## src/design/rtpf_pkg.sv

```systemverilog
// Package for the resistive touch point filter: widths, register codes,
// the payload struct carried through the divider and the axis selection function.
// Depends on nothing.
package rtpf_pkg;

   localparam int SAMPLE_BITS = 10;
   localparam int PLATE_BITS  = 16;
   localparam int TOL_BITS    = 10;
   localparam int FRAC_BITS   = 4;
   localparam int PRESS_BITS  = 32;
   localparam int CSR_ADDR_BITS = 3;
   localparam int CSR_DATA_BITS = 32;

   localparam logic [SAMPLE_BITS-1:0] FULL_SCALE = '1;
   localparam logic [TOL_BITS-1:0]    TOL_RESET  = TOL_BITS'(4);

   // (z2 - z1) * x * plate * 16 / (z1 * 2^SAMPLE_BITS) equals
   // floor(num >> (SAMPLE_BITS - FRAC_BITS)) / z1.
   localparam int PROD_BITS  = 2 * SAMPLE_BITS;
   localparam int NUM_BITS   = PROD_BITS + PLATE_BITS;
   localparam int NUM_SHIFT  = SAMPLE_BITS - FRAC_BITS;
   localparam int QUO_BITS   = NUM_BITS - NUM_SHIFT;
   localparam int DIV_BITS_PER_STAGE = 2;
   localparam int DIV_STAGES = (QUO_BITS + DIV_BITS_PER_STAGE - 1) / DIV_BITS_PER_STAGE;
   localparam int DIV_WIDTH  = DIV_STAGES * DIV_BITS_PER_STAGE;

   typedef enum logic {
      CSR_PLATE     = 1'b0,
      CSR_TOLERANCE = 1'b1
   } csr_index_type;

   // Everything that rides alongside the quotient through the divider.
   typedef struct packed {
      logic [SAMPLE_BITS-1:0] x_position;
      logic [SAMPLE_BITS-1:0] y_position;
      logic                   ok;
      logic                   neg;
      logic                   raw_mode;
      logic [PRESS_BITS-1:0]  raw_press;
   } rtpf_side_type;

   typedef struct packed {
      logic [SAMPLE_BITS-1:0] sample;
      logic                   ok;
   } axis_pick_type;

   // Average of the two samples when they agree, else the second one.
   function automatic axis_pick_type pick_axis(input logic [SAMPLE_BITS-1:0] a,
                                               input logic [SAMPLE_BITS-1:0] b,
                                               input logic [TOL_BITS-1:0] tol);
      axis_pick_type          r;
      logic [SAMPLE_BITS-1:0] d;
      logic [SAMPLE_BITS:0]   sum;
      d   = (a > b) ? (a - b) : (b - a);
      sum = {1'b0, a} + {1'b0, b};
      if (d > SAMPLE_BITS'(tol)) begin
         r.sample = b;
         r.ok     = 1'b0;
      end else begin
         r.sample = sum[SAMPLE_BITS:1];
         r.ok     = 1'b1;
      end
      return r;
   endfunction

endpackage

```

## src/design/rtpf_div.sv

```systemverilog
// Pipelined restoring divider for the pressure quotient, two quotient bits per stage.
// Depends on rtpf_pkg for widths and the side payload struct.
module rtpf_div import rtpf_pkg::*; (
   input  logic                   clock,
   input  logic                   reset,
   input  logic                   in_valid,
   input  logic [DIV_WIDTH-1:0]   in_dividend,
   input  logic [SAMPLE_BITS-1:0] in_divisor,
   input  rtpf_side_type          in_side,
   output logic                   out_valid,
   output logic [DIV_WIDTH-1:0]   out_quotient,
   output rtpf_side_type          out_side
);

   typedef struct packed {
      logic [SAMPLE_BITS-1:0] rem;
      logic [DIV_WIDTH-1:0]   num;
      logic [DIV_WIDTH-1:0]   quo;
   } div_state_type;

   function automatic div_state_type div_step(input div_state_type s,
                                              input logic [SAMPLE_BITS-1:0] den);
      div_state_type        r;
      logic [SAMPLE_BITS:0] trial;
      r = s;
      for (int k = 0; k < DIV_BITS_PER_STAGE; k++) begin
         trial = {r.rem, r.num[DIV_WIDTH-1]};
         r.num = {r.num[DIV_WIDTH-2:0], 1'b0};
         if (trial >= {1'b0, den}) begin
            r.rem = SAMPLE_BITS'(trial - {1'b0, den});
            r.quo = {r.quo[DIV_WIDTH-2:0], 1'b1};
         end else begin
            r.rem = trial[SAMPLE_BITS-1:0];
            r.quo = {r.quo[DIV_WIDTH-2:0], 1'b0};
         end
      end
      return r;
   endfunction

   logic                   valid_ff [DIV_STAGES];
   div_state_type          state_ff [DIV_STAGES];
   logic [SAMPLE_BITS-1:0] den_ff   [DIV_STAGES];
   rtpf_side_type          side_ff  [DIV_STAGES];

   logic                   prev_valid [DIV_STAGES];
   div_state_type          prev_state [DIV_STAGES];
   logic [SAMPLE_BITS-1:0] prev_den   [DIV_STAGES];
   rtpf_side_type          prev_side  [DIV_STAGES];
   div_state_type          state_in   [DIV_STAGES];

   for (genvar g = 0; g < DIV_STAGES; g++) begin : g_stage
      if (g == 0) begin : g_first
         always_comb begin
            prev_valid[g]     = in_valid;
            prev_state[g].rem = '0;
            prev_state[g].num = in_dividend;
            prev_state[g].quo = '0;
            prev_den[g]       = in_divisor;
            prev_side[g]      = in_side;
         end
      end else begin : g_rest
         always_comb begin
            prev_valid[g] = valid_ff[g-1];
            prev_state[g] = state_ff[g-1];
            prev_den[g]   = den_ff[g-1];
            prev_side[g]  = side_ff[g-1];
         end
      end

      always_comb state_in[g] = div_step(prev_state[g], prev_den[g]);

      always_ff @(posedge clock) begin
         if (reset) begin
            valid_ff[g] <= 1'b0;
         end else begin
            valid_ff[g] <= prev_valid[g];
         end
      end

      always_ff @(posedge clock) begin
         state_ff[g] <= state_in[g];
         den_ff[g]   <= prev_den[g];
         side_ff[g]  <= prev_side[g];
      end
   end

   assign out_valid    = valid_ff[DIV_STAGES-1];
   assign out_quotient = state_ff[DIV_STAGES-1].quo;
   assign out_side     = side_ff[DIV_STAGES-1];

endmodule

```

## src/design/resistive_touch_point_filter.sv

```systemverilog
// Top level of the resistive touch point filter: register file, front pipeline
// stages, divider and result register. Depends on rtpf_pkg and rtpf_div.
//
// The block takes one complete four-wire reading per clock cycle (start high)
// and never raises busy, so a new word can follow in every cycle. Each word
// leaves on the rsp_ ports from the result register, marked by a
// one-cycle rsp_strobe; the receiver cannot hold results off, so it must take
// each word in the cycle the strobe is high. The pipeline holds, in order:
// one stage for axis selection and the Z difference, two stages for the
// difference times position times plate resistance product, 15 stages of the
// divider that resolves two quotient bits each, and the result register.
// Configuration writes through the APB port are meant to happen while no
// reading is in flight; plate_resistance sits at byte address 0 and
// noise_tolerance at byte address 4.
module resistive_touch_point_filter import rtpf_pkg::*; (
   input  logic                     clock,
   input  logic                     reset,
   // Input words
   input  logic                     start,
   output logic                     busy,
   input  logic [SAMPLE_BITS-1:0]   req_x_sample_first,
   input  logic [SAMPLE_BITS-1:0]   req_x_sample_second,
   input  logic [SAMPLE_BITS-1:0]   req_y_sample_first,
   input  logic [SAMPLE_BITS-1:0]   req_y_sample_second,
   input  logic [SAMPLE_BITS-1:0]   req_z_first_sample,
   input  logic [SAMPLE_BITS-1:0]   req_z_second_sample,
   // Result words
   output logic                     rsp_strobe,
   output logic [SAMPLE_BITS-1:0]   rsp_x_position,
   output logic [SAMPLE_BITS-1:0]   rsp_y_position,
   output logic signed [PRESS_BITS-1:0] rsp_touch_pressure,
   output logic                     rsp_point_valid,
   // Configuration port
   input  logic                     psel,
   input  logic                     penable,
   input  logic                     pwrite,
   input  logic [CSR_ADDR_BITS-1:0] paddr,
   input  logic [CSR_DATA_BITS-1:0] pwdata,
   output logic [CSR_DATA_BITS-1:0] prdata,
   output logic                     pready
);

   // ---------------------------------------------------------------- registers
   logic [PLATE_BITS-1:0] plate_ff;
   logic [TOL_BITS-1:0]   tol_ff;
   csr_index_type         csr_index;
   logic                  csr_write;

   assign pready    = 1'b1;
   assign csr_index = csr_index_type'(paddr[2]);
   assign csr_write = psel & penable & pwrite & pready;

   always_ff @(posedge clock) begin
      if (reset) begin
         plate_ff <= '0;
         tol_ff   <= TOL_RESET;
      end else if (csr_write) begin
         case (csr_index)
            CSR_PLATE:     plate_ff <= pwdata[PLATE_BITS-1:0];
            CSR_TOLERANCE: tol_ff   <= pwdata[TOL_BITS-1:0];
            default: ;
         endcase
      end
   end

   always_comb begin
      case (csr_index)
         CSR_PLATE:     prdata = CSR_DATA_BITS'(plate_ff);
         CSR_TOLERANCE: prdata = CSR_DATA_BITS'(tol_ff);
         default:       prdata = '0;
      endcase
   end

   // The pipeline never stalls, so a word is taken whenever start is high.
   assign busy = 1'b0;

   // ---------------------------------------------------------------- stage 1
   // Pick each axis, invert it, and form |z2 - z1| with its sign. The raw
   // pressure (full scale minus the signed Z difference) is finished here too.
   axis_pick_type          x_pick, y_pick;
   logic [SAMPLE_BITS-1:0] z_diff;
   logic                   z_neg;
   logic [SAMPLE_BITS:0]   raw_sum;
   rtpf_side_type          s1_side_in;

   always_comb begin
      x_pick  = pick_axis(req_x_sample_first, req_x_sample_second, tol_ff);
      y_pick  = pick_axis(req_y_sample_first, req_y_sample_second, tol_ff);
      z_neg   = req_z_second_sample < req_z_first_sample;
      z_diff  = z_neg ? (req_z_first_sample - req_z_second_sample)
                      : (req_z_second_sample - req_z_first_sample);
      raw_sum = z_neg ? ({1'b0, FULL_SCALE} + {1'b0, z_diff})
                      : ({1'b0, FULL_SCALE} - {1'b0, z_diff});
      s1_side_in.x_position = FULL_SCALE - x_pick.sample;
      s1_side_in.y_position = FULL_SCALE - y_pick.sample;
      s1_side_in.ok         = x_pick.ok & y_pick.ok & (req_z_first_sample != '0);
      s1_side_in.neg        = z_neg;
      s1_side_in.raw_mode   = (plate_ff == '0);
      s1_side_in.raw_press  = PRESS_BITS'({raw_sum, {FRAC_BITS{1'b0}}});
   end

   logic                   s1_valid_ff;
   rtpf_side_type          s1_side_ff;
   logic [SAMPLE_BITS-1:0] s1_z1_ff;
   logic [SAMPLE_BITS-1:0] s1_diff_ff;
   logic [PLATE_BITS-1:0]  s1_plate_ff;

   always_ff @(posedge clock) begin
      if (reset) begin
         s1_valid_ff <= 1'b0;
      end else begin
         s1_valid_ff <= start & ~busy;
      end
   end

   always_ff @(posedge clock) begin
      s1_side_ff  <= s1_side_in;
      s1_z1_ff    <= req_z_first_sample;
      s1_diff_ff  <= z_diff;
      s1_plate_ff <= plate_ff;
   end

   // ---------------------------------------------------------------- stage 2
   // Z difference times the X position.
   logic [PROD_BITS-1:0] s2_prod_in;
   assign s2_prod_in = PROD_BITS'(s1_diff_ff) * PROD_BITS'(s1_side_ff.x_position);

   logic                   s2_valid_ff;
   rtpf_side_type          s2_side_ff;
   logic [SAMPLE_BITS-1:0] s2_z1_ff;
   logic [PROD_BITS-1:0]   s2_prod_ff;
   logic [PLATE_BITS-1:0]  s2_plate_ff;

   always_ff @(posedge clock) begin
      if (reset) begin
         s2_valid_ff <= 1'b0;
      end else begin
         s2_valid_ff <= s1_valid_ff;
      end
   end

   always_ff @(posedge clock) begin
      s2_side_ff  <= s1_side_ff;
      s2_z1_ff    <= s1_z1_ff;
      s2_prod_ff  <= s2_prod_in;
      s2_plate_ff <= s1_plate_ff;
   end

   // ---------------------------------------------------------------- stage 3
   // Times the plate resistance. Dividing by z1 * 2^SAMPLE_BITS after the
   // fraction shift is the same as dropping the low bits here and dividing by z1.
   logic [NUM_BITS-1:0]  s3_full;
   logic [DIV_WIDTH-1:0] s3_num_in;

   assign s3_full   = NUM_BITS'(s2_prod_ff) * NUM_BITS'(s2_plate_ff);
   assign s3_num_in = DIV_WIDTH'(s3_full >> NUM_SHIFT);

   logic                   s3_valid_ff;
   rtpf_side_type          s3_side_ff;
   logic [SAMPLE_BITS-1:0] s3_z1_ff;
   logic [DIV_WIDTH-1:0]   s3_num_ff;

   always_ff @(posedge clock) begin
      if (reset) begin
         s3_valid_ff <= 1'b0;
      end else begin
         s3_valid_ff <= s2_valid_ff;
      end
   end

   always_ff @(posedge clock) begin
      s3_side_ff <= s2_side_ff;
      s3_z1_ff   <= s2_z1_ff;
      s3_num_ff  <= s3_num_in;
   end

   // ---------------------------------------------------------------- divider
   // A zero z1 yields a meaningless quotient, but such a point is invalid and
   // its pressure is forced to zero below.
   logic                 div_valid;
   logic [DIV_WIDTH-1:0] div_quotient;
   rtpf_side_type        div_side;

   rtpf_div u_div (
      .clock        (clock),
      .reset        (reset),
      .in_valid     (s3_valid_ff),
      .in_dividend  (s3_num_ff),
      .in_divisor   (s3_z1_ff),
      .in_side      (s3_side_ff),
      .out_valid    (div_valid),
      .out_quotient (div_quotient),
      .out_side     (div_side)
   );

   // ---------------------------------------------------------------- result
   // The quotient stays below 2^31 for in-range samples, so it never needs
   // saturation; a negative Z difference simply negates it.
   logic [PRESS_BITS-1:0] mag;
   logic [PRESS_BITS-1:0] press_in;

   always_comb begin
      mag = PRESS_BITS'(div_quotient);
      if (!div_side.ok) begin
         press_in = '0;
      end else if (div_side.raw_mode) begin
         press_in = div_side.raw_press;
      end else if (div_side.neg) begin
         press_in = PRESS_BITS'(0) - mag;
      end else begin
         press_in = mag;
      end
   end

   logic                   out_valid_ff;
   logic [SAMPLE_BITS-1:0] out_x_ff;
   logic [SAMPLE_BITS-1:0] out_y_ff;
   logic [PRESS_BITS-1:0]  out_press_ff;
   logic                   out_ok_ff;

   always_ff @(posedge clock) begin
      if (reset) begin
         out_valid_ff <= 1'b0;
      end else begin
         out_valid_ff <= div_valid;
      end
   end

   always_ff @(posedge clock) begin
      out_x_ff     <= div_side.x_position;
      out_y_ff     <= div_side.y_position;
      out_press_ff <= press_in;
      out_ok_ff    <= div_side.ok;
   end

   assign rsp_strobe         = out_valid_ff;
   assign rsp_x_position     = out_x_ff;
   assign rsp_y_position     = out_y_ff;
   assign rsp_touch_pressure = signed'(out_press_ff);
   assign rsp_point_valid    = out_ok_ff;

endmodule

```

## config.mk

```make
export PLATFORM = sky130hd
export DESIGN_NAME = resistive_touch_point_filter
export DESIGN_NICKNAME = d
export VERILOG_FILES = /design/src/design/rtpf_pkg.sv /design/src/design/rtpf_div.sv /design/src/design/resistive_touch_point_filter.sv
export SDC_FILE = /design/constraint.sdc
export NUM_CORES = 2
export LEC_CHECK = 0
export ABC_AREA = 1
export BUFFER_PORTS_ARGS = -buffer_cell sky130_fd_sc_hd__buf_2
export CORE_ASPECT_RATIO = 0.5
export CORE_MARGIN = 2
export CORE_UTILIZATION = 51
export CTS_BUF_LIST = sky130_fd_sc_hd__clkbuf_4 sky130_fd_sc_hd__clkbuf_8
export CTS_CLUSTER_DIAMETER = 120
export DETAILED_ROUTE_END_ITERATION = 8
export PLACE_DENSITY = 0.7
export SYNTH_ARGS = -nofsm -noshare
export SYNTH_HDL_FRONTEND = slang
export SYNTH_HIERARCHICAL = 1
export SYNTH_SLANG_ARGS = --single-unit
```

## constraint.sdc

```tcl
create_clock -name clock -period 5.55 [get_ports clock]
set_input_delay 0.2775 -clock clock [delete_from_list [all_inputs] [get_ports clock]]
set_output_delay 0.2775 -clock clock [all_outputs]
set_load 0.02 [all_outputs]
```

# Word-level counts from Yosys, hierarchy flattened
# Memories as Yosys holds them, arrays and structs flattened. A register that Yosys moved wholly into a read port is not among the register bits.
# Cells that the tools add are included.
# Widths: inputs -> output; s select.
word_totals:
  romBits: 0
  mem_count: 4
  out_inout_bits: 88
  mem_bits_rw: 2010
  regBits: 306
  word_cells: 230
  latch_bits: 0
memory_table:
  columns: ["name", "words", "word_bits", "rd", "rd_clocked_by_memory_dff", "write_ports", "line", "text"]
  rows:
  - ["u_div.state_ff", 15, 68, 15, 0, 15, "rtpf_div.sv:41", "div_state_type state_ff [DIV_STAGES];"]
  - ["u_div.side_ff", 15, 55, 15, 0, 15, "rtpf_div.sv:43", "rtpf_side_type side_ff [DIV_STAGES];"]
  - ["u_div.den_ff", 15, 10, 14, 0, 15, "rtpf_div.sv:42", "logic [SAMPLE_BITS-1:0] den_ff [DIV_STAGES];"]
  - ["u_div.valid_ff", 15, 1, 15, 1, 15, "rtpf_div.sv:40", "logic valid_ff [DIV_STAGES];"]
classes:
  addsub: 43
  bitwise_logic: 20
  multipliers: 2
  reduce_logical: 4
  n_lt_le_gt_ge: 35
  div_mod_pow: 0
  shifts: 0
  n_mux: 87
  eq_ne: 0
ops:
  columns: ["cell", "n"]
  rows:
  - ["$sub 10x10->10", 35]
  - ["$mux 10", 33]
  - ["$ge 11x10->1", 29]
  - ["$mux 32", 2]
  - ["$pmux 32 s2", 1]
  - ["$mux 1", 48]
  - ["$gt 10x10->1", 4]
  - ["$mul 20x16->36", 1]
  - ["$mux 11", 3]
  - ["$sub 1x30->31 const A", 1]
  - ["$add 10x10->11", 2]
  - ["$mul 10x10->20", 1]
  - ["$sub 10x10->10 const A", 2]
  - ["$logic_not 16->1", 1]
  - ["$or 1x1->1", 15]
  - ["$add 10x10->11 const A", 1]
  - ["$sub 10x10->11 const A", 1]
  - ["$ge 1x10->1", 1]
  - ["$lt 10x10->1", 1]
  - ["$reduce_bool 10->1", 1]
  - ["$sub 1x10->10", 1]
  - ["$and 1x1->1", 4]
  - ["$reduce_and 2->1", 2]
  - ["$not 1->1", 1]

# Logic depth before layout (Yosys ltp)
depth:
  ltp_word: 6
  mapped_depth: 28
  mapped_depth_nobuf: 27

# Modules after synthesis
# Netlist, hierarchy kept.
modules_own_cells:
  columns: ["mod", "instances", "area_per_inst_um2", "seq_area_each_um2", "cells_per_inst"]
  rows:
  - ["rtpf_div", 1, 50154.4, 31430.1, 4987]
  - ["resistive_touch_point_filter", 1, 27360.0, 6145.9, 3513]

# Worst setup path after synthesis
# OpenSTA, ideal clock, no wires.
synth_timing:
  path_kind: "flip-flop to flip-flop"
  startpoint: "register s2_prod_ff[8]"
  endpoint: "register s3_num_ff[27]"
  stages_incl_launch_ff: 22
  required_time_ns: 5.438
  slack_ns: 0.127
  period_less_slack_ns: 5.423
  setup_time_ns: 0.112
  arrival_time_ns: 5.311
  n_path_buf: 2
  cell_sequence: "dfxtp_1 -> clkbuf_1 -> clkbuf_1 -> nand2_1 -> fa_1 -> inv_1 -> fa_1 -> fa_1 -> fa_1 -> fa_1 -> inv_1 -> fa_1 -> inv_1 -> ha_1 -> a21oi_1 -> o21ai_0 -> a21oi_1 -> nor2_1 -> nor4_1 -> nand2_1 -> nand2_1 -> nand2_1"
synth_via:
  elab_chain_len: 1
synth_lines:
  columns: ["element", "line", "text"]
  rows:
  - ["start: declaration", "resistive_touch_point_filter.sv:131", "logic [PROD_BITS-1:0] s2_prod_ff;"]
  - ["start signal: assignment", "resistive_touch_point_filter.sv:145", "s2_prod_ff <= s2_prod_in;"]
  - ["$mul 20x16->36", "resistive_touch_point_filter.sv:155", "assign s3_full = NUM_BITS'(s2_prod_ff) * NUM_BITS'(s2_plate_ff);"]
  - ["net s3_full[33]", "resistive_touch_point_filter.sv:152", "logic [NUM_BITS-1:0] s3_full;"]
  - ["end signal: assignment", "resistive_touch_point_filter.sv:174", "s3_num_ff <= s3_num_in;"]
  - ["end: declaration", "resistive_touch_point_filter.sv:161", "logic [DIV_WIDTH-1:0] s3_num_ff;"]
# The timed path passes the listed nets, and every way through them passes these cells.
# A chain may end at the register's enable or synchronous reset.

# Worst setup path after layout
layout_timing:
  startpoint: "register s2_plate_ff[2]"
  endpoint: "register s3_num_ff[27]"
layout_via:
  elab_chain_len: 1
layout_lines:
  columns: ["element", "line", "text"]
  rows:
  - ["start: declaration", "resistive_touch_point_filter.sv:132", "logic [PLATE_BITS-1:0] s2_plate_ff;"]
  - ["start signal: assignment", "resistive_touch_point_filter.sv:146", "s2_plate_ff <= s1_plate_ff;"]
  - ["$mul 20x16->36", "resistive_touch_point_filter.sv:155", null]
  - ["net s3_full[33]", "resistive_touch_point_filter.sv:152", null]
# The timed path passes the listed nets, and every way through them passes these cells.

==> impl_metrics.env <==
export IMPL_status="completed"
export IMPL_relSlewSlack_pct=41.00
export IMPL_numCtsBuffers=244
export IMPL_finalClockSkew_ps=171.6
export IMPL_cp_max_fo=9
export IMPL_ys_types=65
export IMPL_power_density_nw_per_um2=631.7
export IMPL_synth_area_um2=77510
export IMPL_syn_to_final_growth_pct=13.24
export IMPL_synth_warnings=6
export IMPL_die_h_um=279.7
export IMPL_grt_pass1_wl_um=258700
export IMPL_gp_congestion=0.9099
export IMPL_final_setup_worst_slack_ps=150.7
export IMPL_dr_pass1_iters=6
export IMPL_finalSetupViolCount=0
export IMPL_min_path_cells=7
export IMPL_hold_ws_ps=103.3
export IMPL_die_area_um2=155300
export IMPL_layout_cells_most_common="nand2_1"
export IMPL_synthArstFlopShare_pct=0
export IMPL_crit_type="flip-flop to flip-flop"
export IMPL_die_width_um=555.3
export IMPL_syn_avg_cell_area_um2=9.119
export IMPL_dp_hpwl_um=120800
export IMPL_row_count=101
export IMPL_routed_wl_um=159600
export IMPL_r2r_end="s3_num_ff[27]$_DFF_P_"
export IMPL_post_drt_wl_per_cell_um=14.33
export IMPL_grtUsageTotal_pct=20.40
export IMPL_path_clk_slew_ps=70
export IMPL_r2r_slack_ps=150
export IMPL_r2r_cells=21
export IMPL_io_buffer_count=152
export IMPL_grt_max_degree=46
export IMPL_worst_path_max_delay_cell="fa_1"
export IMPL_period_share_pct=97.28
export IMPL_cp_num_buf_inv=5
export IMPL_overflow=0
export IMPL_maxCapViolCount=0
export IMPL_worst_slew_pin_slew_ps=882.8
export IMPL_worstHoldStart="req_y_sample_first[5]"
export IMPL_timing_fmax_ghz=0.1852
export IMPL_final_cell_mix="nand2_1 (2114), dfxtp_1 (1849), inv_1 (1371)"
export IMPL_worst_ep_arrival_time_ps=6120
export IMPL_nets=9930
export IMPL_power_total_uw=55450
export IMPL_io_pins=189
export IMPL_cts_buffer_depth=4
export IMPL_coreArea_um2=151300
export IMPL_initialDrtViolationCount=3224
export IMPL_min_path_type="primary input to flip-flop"
export IMPL_drc=0
export IMPL_hold_violations=0
export IMPL_cts_tree="built"
export IMPL_ys_ff_latch=1877
export IMPL_initial_core_util_pct=51.24
export IMPL_r2r_start="s2_plate_ff[2]$_DFF_P_"
export IMPL_seq_area_frac_synth_pct=48.48
export IMPL_synth_top_cell_area_share_pct=48.48
export IMPL_final_layout_size_suffix_gt1_share_pct=11.28
export IMPL_crit_top_cell="nand2_1"
export IMPL_cts_root_buffer="clkbuf_8"
export IMPL_synth_edff_count=0
export IMPL_cts_sinks=1877
export IMPL_dp_slack_ps=-228.9
export IMPL_cp_data_required_time_ps=6270
export IMPL_synth_top_area_cell="dfxtp_1"
export IMPL_path_cells="buf_4 -> nand2_1 -> fa_1 -> fa_2 -> fa_2 -> inv_1 -> ha_1 -> fa_1 -> inv_1 -> fa_1 -> inv_1 -> ha_1 -> buf_4 -> a21oi_2 -> o21ai_1 -> a21oi_1 -> nand2_2 -> nand4_1 -> nand2_1 -> nand2_1 -> nand2_1"
export IMPL_synthFlopType="dfxtp_1"
export IMPL_slew_violations=0
export IMPL_irDropWorstVdd_mv=1.127
export IMPL_antenna_found_initial=11
export IMPL_crit_family="adder cells"
export IMPL_hold_end="s1_side_ff[40]$_DFF_P_"
export IMPL_period_needed_ps=5399
export IMPL_power_leakage_uw=0.04488
export IMPL_vias_per_cell=4.776
export IMPL_antenna_left=0
export IMPL_cp_start_kind="flip-flop"
export IMPL_vias=53180
export IMPL_syn_inst=8500
export IMPL_synthTopCellsByArea="dfxtp_1 (48%), nand2_1 (10%), fa_1 (9.0%)"
export IMPL_clk_latency_ps=980
export IMPL_grt_pass1_vias=52760
export IMPL_htree_levels=4
export IMPL_cp_slowest_stage_delay_ps=540
export IMPL_critPathCaptureType="flip-flop"
==> cells by family (layout without fill, tap and decap cells) <==
| kind of cell | count (synthesis) | after routing | share of synthesized area, % |
|---|---|---|---|
| DFF | 1877 | 1877 | 48.48 |
| xor gates and xnor gates | 236 | 236 | 2.667 |
| muxes | 2 | 2 | 0.02744 |
| adders and majority gates | 898 | 898 | 17.86 |
| other | 2 | 41 | 0.009689 |
| AOI/OAI and AO/OA | 652 | 652 | 4.978 |
| buffers and inverters | 1618 | 2206 | 8.310 |
| and+or+nand+nor | 3215 | 3215 | 17.68 |
==> power by group <==
| part | leakage, uW | internal, uW | switching, uW | total (uW) |
|---|---|---|---|---|
| Sequential | 0.0157 | 17400 | 1670 | 19100 |
| Clock | 0.00293 | 6370 | 4890 | 11300 |
| Combinational | 0.0262 | 9500 | 15600 | 25100 |
==> worst max path at each step <==
| stage | start | end | depth (start not counted) |
|---|---|---|---|
| 3_3_place_gp | s2_plate_ff[6]$_DFF_P_ | s3_num_ff[24]$_DFF_P_ | 21 |
| 6_report | s2_plate_ff[2]$_DFF_P_ | s3_num_ff[27]$_DFF_P_ | 21 |
| 4_1_cts | s2_prod_ff[6]$_DFF_P_ | s3_num_ff[24]$_DFF_P_ | 25 |
| 2_1_floorplan | s2_prod_ff[8]$_DFF_P_ | s3_num_ff[27]$_DFF_P_ | 21 |
| 5_1_grt | s2_prod_ff[10]$_DFF_P_ | s3_num_ff[28]$_DFF_P_ | 21 |
| 3_5_place_dp | s2_plate_ff[6]$_DFF_P_ | s3_num_ff[27]$_DFF_P_ | 20 |
==> cells in the mapped netlist, types with 39 or more instances <==
| cell type | number |
|---|---|
| nor3_1 | 60 |
| nand2_1 | 2124 |
| a21o_1 | 42 |
| fa_1 | 347 |
| nand4_1 | 163 |
| a21oi_1 | 274 |
| dfxtp_1 | 1877 |
| ha_1 | 551 |
| nand2_2 | 45 |
| inv_1 | 1381 |
| o21ai_0 | 155 |
| xor2_1 | 156 |
| buf_2 | 39 |
| clkbuf_1 | 114 |
| nand3_1 | 326 |
| nor2_1 | 357 |
| or2_2 | 42 |
| xnor2_1 | 80 |
==> sequential cells by signal (all words and copies together) (netlist names), 15 cells and up <==
signal and count:
s2_side_ff 34, u_div/state_ff 590, s2_plate_ff 16, plate_ff 16, u_div/valid_ff 15, u_div/side_ff 825, s1_side_ff 34, s2_prod_ff 20
u_div/den_ff 140, s1_plate_ff 16, rsp_touch_pressure 32, s3_side_ff 34, s3_num_ff 30
==> through the flow <==
| step | setup TNS (ps) | utilization, % | instance area, um2 | cells |
|---|---|---|---|---|
| 3_5_place_dp | -1470 | 53.36 | 80710 | 10600 |
| 3_3_place_gp | -504.3 | 53.36 | 80710 | 10600 |
| 6_report | 0 | 58.03 | 87780 | 11140 |
| 4_1_cts | 0 | 57.60 | 87120 | 11120 |
| 5_1_grt | -61.39 | 58.03 | 87780 | 11130 |
| 2_1_floorplan | 0 | - | 77650 | 8537 |
==> repair_timing <==
action                                 in CTS  in global routing
cloned                                      0                  2
hold buffers                               78                  0
pin swaps                                   0                 62
buffers inserted                            0                 12
resized for setup                          25                131
endpoints found under the hold margin      80                  0
setup endpoints to repair                  18                 22
==> area by class of cell <==
type	instances	area, um2
multi-input cells	5042	34070
repair buffers	362	2641
well taps	2008	2512
inverters	1404	5280
clock buffers	364	4528
flip-flops and latches	1877	37670
fillers	12880	63490
clock inverters	76	1074
diodes	2	5.005
==> metal layers <==
metal,track usage [%],part of all wire (%)
met5,0,0.014
met4,6.781,3.0
met3,3.953,5.7
met2,34.41,46
met1,26.28,45
==> worst min-delay path, stage by stage <==
cell     delay (ps)
buf_2           100
ha_1            160
inv_1            50
o21ai_0          90
xor2_1           80
nand2_1          50
o21ai_0         130
Power figures use the tool's default switching activity.
